[src/design/sorted_key_table_core_defines.svh]
// Assertion macros for the sorted key table design, included by sorted_key_table_core.
// Expects clk_i and rst_ni in the scope where a macro is used.
`ifndef SORTED_KEY_TABLE_CORE_DEFINES_SVH
`define SORTED_KEY_TABLE_CORE_DEFINES_SVH

// Implication checked at every clock edge outside reset.
`define SKT_ASSERT_IMPL(lbl, ante, cons, msg) \
  lbl: assert property (@(posedge clk_i) disable iff (!rst_ni) (ante) |-> (cons)) \
    else $error(msg);

// Condition that must hold at every clock edge outside reset.
`define SKT_ASSERT_ALWAYS(lbl, cond, msg) \
  `SKT_ASSERT_IMPL(lbl, 1'b1, cond, msg)

`endif

[src/design/skt_pkg.sv]
// Shared types and constants for the sorted key table.
// Used by skt_search and sorted_key_table_core; depends on nothing.
package skt_pkg;

  localparam int unsigned KEY_W = 64;

  typedef enum logic [1:0] {
    KIND_LOOKUP = 2'd0,
    KIND_INSERT = 2'd1,
    KIND_REMOVE = 2'd2
  } kind_e;

  typedef enum logic [2:0] {
    ST_DONE     = 3'd0,
    ST_DUP      = 3'd1,
    ST_NOTFOUND = 3'd2,
    ST_FULL     = 3'd3,
    ST_ZERO     = 3'd4
  } status_e;

  typedef struct packed {
    logic done;
    logic found;
  } srch_res_t;

endpackage

[src/design/skt_search.sv]
// Iterative binary search over the sorted entry memory, each probe: S_RD, S_CMP.
// Depends on skt_pkg; reads the memory through a port shared with the top level.
module skt_search #(
  parameter int unsigned TABLE_DEPTH  = 256,
  parameter int unsigned HANDLE_WIDTH = 32
) (
  input  logic                                      clk_i,
  input  logic                                      rst_ni,
  input  logic                                      start_i,
  input  logic [skt_pkg::KEY_W-1:0]                 key_i,
  input  logic [$clog2(TABLE_DEPTH+1)-1:0]          cnt_i,
  output logic                                      rd_en_o,
  output logic [$clog2(TABLE_DEPTH)-1:0]            rd_addr_o,
  input  logic [skt_pkg::KEY_W+HANDLE_WIDTH-1:0]    rd_data_i,
  output skt_pkg::srch_res_t                        res_o,
  output logic [$clog2(TABLE_DEPTH+1)-1:0]          pos_o,
  output logic [HANDLE_WIDTH-1:0]                   handle_o
);

  localparam int unsigned AW = $clog2(TABLE_DEPTH);
  localparam int unsigned CW = $clog2(TABLE_DEPTH + 1);

  typedef enum logic [1:0] {
    S_IDLE,
    S_RD,
    S_CMP
  } state_e;

  state_e                    state_q, state_d;
  logic [CW-1:0]             lo_q, lo_d, hi_q, hi_d, mid_q, mid_d, pos_q, pos_d;
  logic [skt_pkg::KEY_W-1:0] key_q, key_d;
  logic [HANDLE_WIDTH-1:0]   hnd_q, hnd_d;
  logic                      done_q, done_d, found_q, found_d;
  logic [CW-1:0]             mid_c;
  logic [skt_pkg::KEY_W-1:0] probe_key;

  assign mid_c     = lo_q + ((hi_q - lo_q) >> 1);
  assign probe_key = rd_data_i[skt_pkg::KEY_W-1:0];

  always_comb begin
    state_d   = state_q;
    lo_d      = lo_q;
    hi_d      = hi_q;
    mid_d     = mid_q;
    pos_d     = pos_q;
    key_d     = key_q;
    hnd_d     = hnd_q;
    done_d    = 1'b0;
    found_d   = found_q;
    rd_en_o   = 1'b0;
    rd_addr_o = mid_c[AW-1:0];
    case (state_q)
      S_IDLE: begin
        if (start_i) begin
          lo_d    = '0;
          hi_d    = cnt_i;
          key_d   = key_i;
          state_d = S_RD;
        end
      end
      S_RD: begin
        if (lo_q < hi_q) begin
          rd_en_o = 1'b1;
          mid_d   = mid_c;
          state_d = S_CMP;
        end else begin
          done_d  = 1'b1;
          found_d = 1'b0;
          pos_d   = lo_q;
          state_d = S_IDLE;
        end
      end
      S_CMP: begin
        if (key_q == probe_key) begin
          done_d  = 1'b1;
          found_d = 1'b1;
          pos_d   = mid_q;
          hnd_d   = rd_data_i[skt_pkg::KEY_W +: HANDLE_WIDTH];
          state_d = S_IDLE;
        end else if (key_q < probe_key) begin
          hi_d    = mid_q;
          state_d = S_RD;
        end else begin
          lo_d    = mid_q + 1'b1;
          state_d = S_RD;
        end
      end
      default: begin
        state_d = S_IDLE;
      end
    endcase
  end

  always_ff @(posedge clk_i or negedge rst_ni) begin
    if (!rst_ni) begin
      state_q <= S_IDLE;
      done_q  <= 1'b0;
      found_q <= 1'b0;
    end else begin
      state_q <= state_d;
      done_q  <= done_d;
      found_q <= found_d;
    end
  end

  always_ff @(posedge clk_i) begin
    lo_q  <= lo_d;
    hi_q  <= hi_d;
    mid_q <= mid_d;
    pos_q <= pos_d;
    key_q <= key_d;
    hnd_q <= hnd_d;
  end

  assign res_o.done  = done_q;
  assign res_o.found = found_q;
  assign pos_o       = pos_q;
  assign handle_o    = hnd_q;

endmodule

[config.mk]
export PLATFORM = sky130hd
export DESIGN_NAME = skt_search
export DESIGN_NICKNAME = d
export VERILOG_FILES = /design/src/design/sorted_key_table_core_defines.svh /design/src/design/skt_pkg.sv /design/src/design/skt_search.sv
export SDC_FILE = /design/constraint.sdc
export NUM_CORES = 1
export LEC_CHECK = 0
export BUFFER_PORTS_ARGS = -buffer_cell sky130_fd_sc_hd__buf_4
export CORE_MARGIN = 2
export CORE_UTILIZATION = 45
export CTS_CLUSTER_DIAMETER = 60
export DETAILED_ROUTE_END_ITERATION = 10
export PLACE_DENSITY = 0.72
export SYNTH_ARGS = -nofsm -noshare
export SYNTH_HDL_FRONTEND = slang
export SYNTH_SLANG_ARGS = --single-unit
[constraint.sdc]
create_clock -name clk_i -period 5.9 [get_ports clk_i]
set_input_delay 1.18 -clock clk_i [delete_from_list [all_inputs] [get_ports clk_i]]
set_output_delay 1.18 -clock clk_i [all_outputs]
set_load 0.005 [all_outputs]
==> summary.md, run 1 <==
| Metric | Value |
|---|---|
| Total CTS buffers | 17 |
| Register area share after synthesis | 0.582 |
| Vias in the first global route | between 5000 and 6000 |
| Worst-Margin Slew | 999 ps |
| Clk sinks | 136 |
| Fin crit share | 0.762 |
| EDFF count, synth | 132 |
| Worst Setup End Kind | output port |
| Crit-path cells | ha_1, fa_1, inv_1, ha_1, fa_1, a21oi_1, nor2_1, nor2_1, o21bai_1, a21oi_1, xnor2_1, buf_4 |
| DRC | 0 |
| PD cells | 497 nW/um^2 |
| Critical path class | flip-flop to output port |
| Worst-path fanout max | 3 |
| Root buffer cell | clkbuf_16 |
| Post-Synthesis Cells | 558 |
| # fillers | approximately 1200 |
| DR iter-0 viols | 286 |
| # H-tree levels | 4 |
| Synth-to-Final Area Change | 34.7% |
| Gr ovfl total | 0 |
| Slew HR | 0.334 |
| First-pass GRT wire length | around 25000 um |
| Reg2reg start | state_q[0] |
| Slowest library cell on the worst path | fa_1 |
| Synthesized area | 6980 sq um |
| CTS-repair resized insts | 0 |
| Share of layout cells above drive strength 1 | 0.334 |
| Slowest stage delay, CP | 500 ps |
| Largest net degree at the start of global routing | ~50 |
| Final setup skew | 10.2 ps |
| Synth warn | 0 |
| Finished Layout Cells | 990 |
| Hold_ws | 548 ps |
| Reg2Reg Capture Point | pos_o[4] |
| Lkg Pwr | roughly 4.3 nW |
| Core ar. | roughly 15000 sq um |
| Initial Utilization | 0.459 |
| Hold buffers post-CTS | 0 |
| Drt wl/cell | 16.4 um |
| Max clock buf depth | 2 |
| Post-synthesis register bit count | 136 |
| Maxcap violations | 0 |
| Final ANT Viol Nets | 0 |
| Footprint of the multi-input gates | 2480 sq um |
| Place WS | 1720 ps |
| Final setup fails | 0 |
| Global-route usage over all layers | 0.200 |
| Distinct cells, synth | 43 |
| DRT Pass-1 Iters | 4 |
| Antenna violations before repair | 0 |
| Fin nets | 1049 |
| Storage element area | around 4000 sq um |
| # diodes | 0 |
| Crit path DAT | 3320 ps |
| Peak supply drop | 0.00102 V |
| Row count | 45 |
| Pins Over Slew Limit | 0 |
| Via density | around 5.0 |
| Buffers added on ports | about 220 |
| RSZ-0062 raised after global routing | no |
| Die area | 16500 sq um |
| DR vias | 4999 |
| Outcome | complete, no violations |
| HPWL Detailed | 12700 um |
| Tmin final | 4500 ps |
| FF-to-FF setup slack | 2580 ps |
| Syn nets | 818 |
| Die width | 129 um |
| Fin Setup TNS | 0 ps |
| Final WS setup | 1400 ps |
| Worst-path clk slew | approximately 60 ps |
| Placed cells | 958 |
| R2R cell count | 7 |
| Die Y | 129 um |
| Final hold viol count | 0 |
| CTS tree | built |
| Ys async rst share | 0.0294 |
| Routed WL | 16200 um |
| Syn Area/Cell | 12.5 sq um |
| Number of top-level pins | 224 |
| Fmax achieved | around 0.22 GHz |
| Clk_lat worst skew | 430 ps |
| GPL Wtd Cong | 0.903 |
| Post-CTS setup buffer count | 0 |
| Worst Setup Start Kind | flip-flop |
| Post-synth top flop | edfxtp_1 |
| Worst hold-check path type | input pin to async pin |
| Worst Path Required | 4720 ps |
==> where the power goes <==
group | internal [W] | switching [W]
logic | 0.000988 | 0.00109
registers | 0.00144 | 0.000112
clock network | 0.000597 | 0.000443
==> Yosys cell counts, types with 2 or more instances <==
master	number	area, sq um
nand3_1	13	65.1
o21a_1	2	15.0
nand4_2	3	37.5
a211oi_1	3	22.5
o21ai_0	26	130
nand2b_1	2	12.5
ha_1	86	1080
nor2_1	22	82.6
nand2_1	26	97.6
nor3_4	2	32.5
a2111oi_0	2	17.5
o21bai_1	2	15.0
fa_1	2	40.0
dfrtp_1	4	100
edfxtp_1	132	3960
and2_1	4	25.0
nand4_1	14	87.6
or3_1	4	25.0
buf_4	10	75.1
a21o_1	13	97.6
clkbuf_1	4	15.0
xor2_1	6	52.6
nor3_1	3	15.0
nor2b_1	6	37.5
xnor2_1	12	105
a21oi_1	40	200
inv_1	90	338
o211ai_1	2	15.0
o21ai_1	9	45.0
==> cells in the final DEF (no fill, tap or decap), types with 4 or more instances in the layout <==
cell | Yosys | final
clkbuf_16 | 0 | 17
nand2_1 | 26 | 26
xor2_1 | 6 | 6
nand3_1 | 13 | 13
a21oi_1 | 40 | 40
a21o_1 | 13 | 13
xnor2_1 | 12 | 12
buf_4 | 10 | 226
o21ai_1 | 9 | 9
nand4_1 | 14 | 14
ha_1 | 86 | 86
inv_1 | 90 | 90
inv_6 | 0 | 8
nor2_1 | 22 | 22
edfxtp_1 | 132 | 132
or3_1 | 4 | 4
dfrtp_1 | 4 | 4
nor2b_1 | 6 | 6
o21ai_0 | 26 | 26
==> flip-flops by register name (all words and copies together), names as in the netlist <==
signal	count
lo_q	9
key_q	64
handle_o	32
pos_o	9
hi_q	9
done_q	1
found_q	1
state_q	2
mid_q	9
==> metal layers <==
| metal | vias up | GRT usage | share of wire |
|---|---|---|---|
| li1 | 2463 | - | - |
| met3 | 28 | 0.0723 | 0.088 |
| met1 | 2317 | 0.220 | 0.39 |
| met5 | - | 0 | 0 |
| met2 | 191 | 0.355 | 0.50 |
| met4 | 0 | 0.0806 | 0.021 |
==> cell type report <==
class,count,share of cell area
Clock buffer,17,0.0453
Multi-Input combinational cell,317,0.264
Timing Repair Buffer,226,0.181
Clock inverter,15,0.0161
Inverter,91,0.0363
Tap cell,188,0.0250
Sequential cell,136,0.432
==> per-stage QoR <==
stage,utilization,power (W),area (sq um)
2_1_floorplan,-,0.00308,6980
3_3_place_gp,0.580,0.00356,8820
3_5_place_dp,0.580,0.00362,8820
4_1_cts,0.618,0.00472,9400
5_1_grt,0.618,0.00500,9400
6_report,0.618,0.00467,9400
==> critical path, delay by kind of cell (launching register included) <==
family | cells | cell delay (ps)
buffers and inverters | 2 | 210
AND/OR/NAND/NOR | 2 | 210
AO/OA/AOI/OAI | 3 | 500
flip-flops | 1 | 430
adder cells (fa/ha/maj) | 4 | 1370
XOR/XNOR | 1 | 190
==> worst max path at each step <==
stage,endpoint,slack (ps),startpoint,cells after the start
2_1_floorplan,pos_o[0],1920,rd_data_i[49],8
3_3_place_gp,pos_o[0],1860,rd_data_i[30],10
3_5_place_dp,pos_o[2],1720,rd_data_i[26],10
4_1_cts,rd_addr_o[7],1380,lo_q[0],11
5_1_grt,rd_addr_o[6],1200,lo_q[0],14
6_report,rd_addr_o[6],1400,lo_q[0],12
==> logic make-up (layout without fill, tap and decap cells) <==
kind of cell | Yosys count | after routing | share of synthesized area
flip-flops | 136 | 136 | 0.582
buffers and inverters | 105 | 349 | 0.0619
XOR/XNOR | 18 | 18 | 0.0226
AND/OR/NAND/NOR | 103 | 103 | 0.0809
adder cells (fa/ha/maj) | 88 | 88 | 0.160
AO/OA/AOI/OAI | 107 | 107 | 0.0909
multiplexers | 1 | 1 | 0.00143
No activity file was read; power rests on OpenSTA's default activity.
==> run 2: changes to the inputs <==
--- a/config.mk
+++ b/config.mk
@@ -10,7 +10,7 @@
 export CORE_UTILIZATION = 45
 export CTS_CLUSTER_DIAMETER = 60
 export DETAILED_ROUTE_END_ITERATION = 10
-export PLACE_DENSITY = 0.72
+export PLACE_DENSITY = 0.75
 export SYNTH_ARGS = -nofsm -noshare
 export SYNTH_HDL_FRONTEND = slang
 export SYNTH_SLANG_ARGS = --single-unit
==> constraint.sdc (replaced) <==
create_clock -name clk_i -period 4.1 [get_ports clk_i]
set_input_delay 0.82 -clock clk_i [delete_from_list [all_inputs] [get_ports clk_i]]
set_output_delay 0.82 -clock clk_i [all_outputs]
set_load 0.005 [all_outputs]
==> run 2 against run 1 <==
  * Clock-buffer cell count is the same
  * Largest cell class unchanged
  * Setup slack lost 1300 ps
  * First-iteration DRC count grew 19%
  * Global-route usage is essentially flat
  * Die area is the same
  * Core utilization grew 0.56 points
  * Routed wire length grew 1.8%
  * Final cell count grew 0.51%
==> summary.md, run 2 (synthesis results as in run 1) <==
| Metric | Value |
|---|---|
| Int Pwr | between 0.004 and 0.005 W |
| Final setup skew | 9.13 ps |
| Highest-count cells in the layout ignoring fill and taps | 231 x buf_4, 132 x edfxtp_1, 89 x inv_1 |
| FF-to-FF setup slack | 1100 ps |
| Total CTS buffers | 17 |
| Critical path class | flip-flop to output port |
| Worst hold-check path type | input pin to async pin |
| Clock share of power | 0.216 |
| Gr ovfl total | 0 |
| Drt wl/cell | approximately 17 um |
| Root buffer cell | clkbuf_16 |
| Clk_lat worst skew | approximately 420 ps |
| Fin crit share | 0.977 |
| Worst Setup End Kind | output port |
| Number of top-level pins | 224 |
| # diodes | 0 |
| HPWL Detailed | 12700 um |
| Die Y | 129 um |
| DR vias | 5104 |
| Fmax achieved | approximately 0.25 GHz |
| Share of layout cells above drive strength 1 | 0.353 |
| RSZ-0062 raised after global routing | yes |
| Maxcap violations | 0 |
| Fin nets | between 1000 and 1500 |
| Hold buffers post-CTS | 0 |
| Clk sinks | around 140 |
| Routed WL | 16500 um |
| Place WS | 409 ps |
| Pins Over Slew Limit | 0 |
| Worst-Margin Slew | about 1000 ps |
| Global-route usage over all layers | 0.200 |
| Worst-path clk slew | 70 ps |
| First-pass GRT wire length | 25400 um |
| Seq pwr share | 0.322 |
| Initial Utilization | 0.459 |
| Crit path DAT | between 3000 and 4000 ps |
| Fin Setup TNS | 0 ps |
| Lkg Pwr | 4.34 nW |
| Logic pwr share | 0.462 |
| Worst Path Required | 3280 ps |
| Final WS setup | about 93 ps |
| Peak supply drop | 0.00111 V |
| Core ar. | 15200 sq um |
| # fillers | 1209 |
| Switching power | 0.00248 W |
| Die area | 16500 sq um |
| Register with the most flip-flops | key_q |
| Worst-path fanout max | 3 |
| Sw frac | 0.357 |
| Largest net degree at the start of global routing | 57 |
| R2R cell count | 12 |
| PD cells | 732 nW/um^2 |
| Synth-to-Final Area Change | 35.9% |
| Antenna violations before repair | 0 |
| Max clock buf depth | 2 |
| Buffers added on ports | 223 |
| Most common cell after layout, fill and taps aside | buf_4 |
| GPL Wtd Cong | 0.875 |
| Final ANT Viol Nets | 0 |
| DRC | 0 |
| # H-tree levels | 4 |
| Slew HR | 0.327 |
| CTS tree | built |
| Reg2reg start | lo_q[0] |
| Row count | 45 |
| Final setup fails | 0 |
| Via density | ~5.1 |
| Reg2Reg Capture Point | mid_q[8] |
| DR iter-0 viols | 339 |
| Tmin final | 4010 ps |
| Outcome | complete, no violations |
| DRT Pass-1 Iters | 4 |
| Vias in the first global route | 5340 |
| Worst Setup Start Kind | flip-flop |
| Final hold viol count | 0 |
| Die width | 129 um |
| Max FFs per register | 64 |
## run 2: power groups by stage
stage	registers [W]	logic, W	clock network, W
2_1_floorplan	0.00222	0.00221	0
3_3_place_gp	0.00225	0.00290	0
3_5_place_dp	0.00226	0.00299	0
4_1_cts	0.00224	0.00309	0.00153
5_1_grt	0.00226	0.00353	0.00159
6_report	0.00223	0.00321	0.00150
## run 2: critical path, cell delays in order (launching register included)
cell and delay (ps):
edfxtp_1 410, ha_1 250, fa_2 530, inv_1 40
ha_1 210, fa_2 360, a21oi_1 160, nor2_1 70
nor2_2 130, o21bai_1 100, a21oi_2 230, xnor2_2 150
buf_4 130
## run 2: cell type report
class / count / area [sq um] / area share
Multi-Input combinational cell: 317 / 2530 / 0.267
Tap cell: 188 / 235 / 0.0248
Sequential cell: 136 / 4060 / 0.429
Timing Repair Buffer: 231 / 1730 / 0.183
Clock inverter: 15 / 155 / 0.0164
Clock buffer: 17 / 425 / 0.0449
Inverter: 91 / 342 / 0.0360
## run 2: timing repair
action | in CTS | in global routing
gates resized for setup | 3 | 9
setup buffers | 0 | 3
setup endpoints to repair | 2 | 2
pin swaps | 0 | 4
## run 2: worst max-delay path by stage
stage	from	end	slack, ps	cells after the start
2_1_floorplan	rd_data_i[49]	pos_o[0]	480	8
3_3_place_gp	lo_q[0]	rd_addr_o[6]	530	12
3_5_place_dp	lo_q[0]	rd_addr_o[7]	410	11
4_1_cts	lo_q[0]	rd_addr_o[6]	30	12
5_1_grt	lo_q[1]	rd_addr_o[7]	-90	14
6_report	lo_q[0]	rd_addr_o[6]	90	12
## run 2: through the flow
stage               hold slack, ps  utilization  power (W)  instances  instance area (sq um)
floorplan                      511            -    0.00443        558                   6980
global placement               540        0.581    0.00515        960                   8840
detailed placement             559        0.581    0.00525        960                   8840
CTS                            178        0.620    0.00685        992                   9430
global route                   175        0.624    0.00738        995                   9480
finish                         199        0.624    0.00694        995                   9480
## run 2: per-layer routing
metal	track usage	vias up	part of all wire
met5	0	-	0
met4	0.0614	0	0.015
met3	0.0748	21	0.086
met2	0.353	217	0.50
met1	0.226	2395	0.39
li1	-	2471	-
==> run 3: changes to the inputs <==
--- a/config.mk
+++ b/config.mk
@@ -10,7 +10,7 @@
 export CORE_UTILIZATION = 45
 export CTS_CLUSTER_DIAMETER = 60
 export DETAILED_ROUTE_END_ITERATION = 10
-export PLACE_DENSITY = 0.75
+export PLACE_DENSITY = 0.71
 export SYNTH_ARGS = -nofsm -noshare
 export SYNTH_HDL_FRONTEND = slang
 export SYNTH_SLANG_ARGS = --single-unit
==> run 3 against run 2 <==
  * First-iteration DRC count shrank 43%
  * Worst hold slack worse by 11 ps
  * Power increased by 1.5%
  * Clock power is essentially flat
  * Fmax shrank 1.1%
  * Non-clock buffer count rose by 3
  * Flip-flop and latch count unchanged
  * Critical path depth stayed put
  * Combinational power rose by 3%
  * Setup slack got worse by 44 ps
  * Final cell count up 0.30%
  * Sequential share of layout area is 0.11 points lower
  * Critical path type unchanged
==> summary.md, run 3 (synthesis results as in run 1) <==
| Metric | Value |
|---|---|
| Logic pwr share | 0.471 |
| Via density | 5.06 |
| Clk_lat worst skew | 420 ps |
| Highest-count cells in the layout ignoring fill and taps | 234 x buf_4, 132 x edfxtp_1, 90 x inv_1 |
| Vias in the first global route | between 5000 and 6000 |
| Slew HR | 0.284 |
| Finished Layout Cells | 998 |
| First-pass GRT wire length | about 25000 um |
| Routing usage on met2 | 0.353 |
| Switching power | 0.00252 W |
| FF-to-FF setup slack | 1090 ps |
| Reg2reg start | lo_q[0] |
| CTS tree | built |
| Final setup skew | 10.4 ps |
| Register with the most flip-flops | key_q |
| Root buffer cell | clkbuf_16 |
| Initial Utilization | 0.459 |
| Hold buffers post-CTS | 0 |
| Synth-to-Final Area Change | 36.2% |
| DRT Pass-1 Iters | 4 |
| Final hold viol count | 0 |
| DRC | 0 |
| Maxcap violations | 0 |
| Max FFs per register | 64 |
| Worst Setup Start Kind | flip-flop |
| Crit path DAT | 3230 ps |
| Lkg Pwr | 4.36 nW |
| Reg2Reg Capture Point | mid_q[8] |
| Critical path class | flip-flop to output port |
| Int Pwr | 0.00453 W |
| Total CTS buffers | 17 |
| Critical Path Stages | 12 |
| Drt wl/cell | between 15 and 20 um |
| Fin Setup TNS | 0 ps |
| Sw frac | 0.358 |
| # diodes | 0 |
| Crit-path cells | ha_2, fa_2, inv_1, ha_1, fa_2, a21oi_2, nor2_1, nor2_1, o21bai_1, a21oi_2, xnor2_2, buf_4 |
| Worst hold-check path type | input pin to async pin |
| Routed WL | 16300 um |
| # H-tree levels | 4 |
| Peak supply drop | 0.00101 V |
| Fmax achieved | 0.247 GHz |
| Pins Over Slew Limit | 0 |
| Outcome | complete, no violations |
| R2R cell count | 12 |
| Worst-Margin Slew | 1070 ps |
| Largest net degree at the start of global routing | 35 |
| Worst Setup End Kind | output port |
| Antenna violations before repair | 0 |
| PD cells | ~740 nW/um^2 |
| Share of layout cells above drive strength 1 | 0.353 |
| Seq pwr share | 0.316 |
| Grt met3 use | 0.0715 |
| Max clock buf depth | 2 |
| Final ANT Viol Nets | 0 |
| Fin crit share | 0.988 |
| Worst Path Required | 3280 ps |
| Busiest grt layer | met2 |
| Setup crit end | rd_addr_o[6] |
| Die width | ~130 um |
| Slowest stage delay, CP | 520 ps |
| Gr ovfl total | 0 |
| Pwr Total | 0.00705 W |
| HPWL Detailed | between 10000 and 15000 um |
| Buffers added on ports | 223 |
| Crit path launch | lo_q[0] |
| Die Y | 129 um |
| Number of top-level pins | between 200 and 250 |
| Clk sinks | 136 |
| Slowest library cell on the worst path | fa_2 |
| Fin nets | between 1000 and 1500 |
| GPL Wtd Cong | around 0.84 |
| CP top delay family | adder cells |
| Global-route usage over all layers | 0.198 |
| Most common cell after layout, fill and taps aside | buf_4 |
| Core ar. | 15200 sq um |
| Row count | 45 |
| # fillers | between 1000 and 1500 |
| Crit path buf inv count | 2 |
| Tmin final | between 4000 and 5000 ps |
| DR iter-0 viols | 194 |
| Worst-path clk slew | 70 ps |
| Worst-path fanout max | 3 |
| Placed cells | roughly 960 |
| Clock share of power | 0.214 |
| Die area | 16500 sq um |
| Met1 Usage GRT | 0.216 |
| DR vias | 5048 |
| Final setup fails | 0 |
run 3: per-layer routing:
metal	wire length [um]	vias up
li1	-	2475
met1	6320	2357
met2	8370	189
met3	1260	27
met4	353	0
met5	0	-
run 3: through the flow:
step / utilization / hold WS [ps] / setup slack [ps] / area, sq um
after floorplan: - / 511 / 477 / 6980
after global placement: 0.582 / 535 / 528 / 8840
after detailed placement: 0.582 / 558 / 477 / 8840
after CTS: 0.621 / 171 / 8.81 / 9440
after global routing: 0.625 / 173 / -74.1 / 9510
final: 0.625 / 188 / 49.3 / 9510
run 3: how the worst min path moves through the flow:
stage                from         end  slack (ps)
3_3_place_gp   state_q[0]  state_q[0]         530
2_1_floorplan  state_q[0]  state_q[0]         510
3_5_place_dp      found_q     found_q         560
4_1_cts            rst_ni  state_q[0]         170
5_1_grt            rst_ni      done_q         170
6_report           rst_ni  state_q[0]         190
run 3: layout make-up:
type / instances / area (sq um) / share of cell area
Timing Repair Buffer: 234 / 1760 / 0.185
Sequential cell: 136 / 4060 / 0.427
Clock buffer: 17 / 425 / 0.0447
Multi-Input combinational cell: 317 / 2530 / 0.266
Tap cell: 188 / 235 / 0.0247
Inverter: 91 / 342 / 0.0359
Clock inverter: 15 / 158 / 0.0166
run 3: worst reg2reg max path, delay by kind of cell, from the launching register on:
kind	cells	cell delay, ps
fa+ha+maj	4	1340
compound gates	4	600
xor+xnor	1	130
simple gates	2	220
flops	1	430
buf+inv	1	40
run 3: power by group through the flow:
stage | Sequential [W] | Clock [W] | Combinational (W)
after floorplan | 0.00222 | 0 | 0.00221
after global placement | 0.00224 | 0 | 0.00291
after detailed placement | 0.00226 | 0 | 0.00298
after CTS | 0.00223 | 0.00154 | 0.00311
after global routing | 0.00226 | 0.00159 | 0.00362
final | 0.00222 | 0.00151 | 0.00332
run 3: what timing repair did:
action | 4_1_cts | 5_1_grt
endpoints found under the setup margin | 2 | 2
gates cloned | 0 | 0
pin swaps | 0 | 5
buffers inserted | 0 | 5
resized for setup | 3 | 8
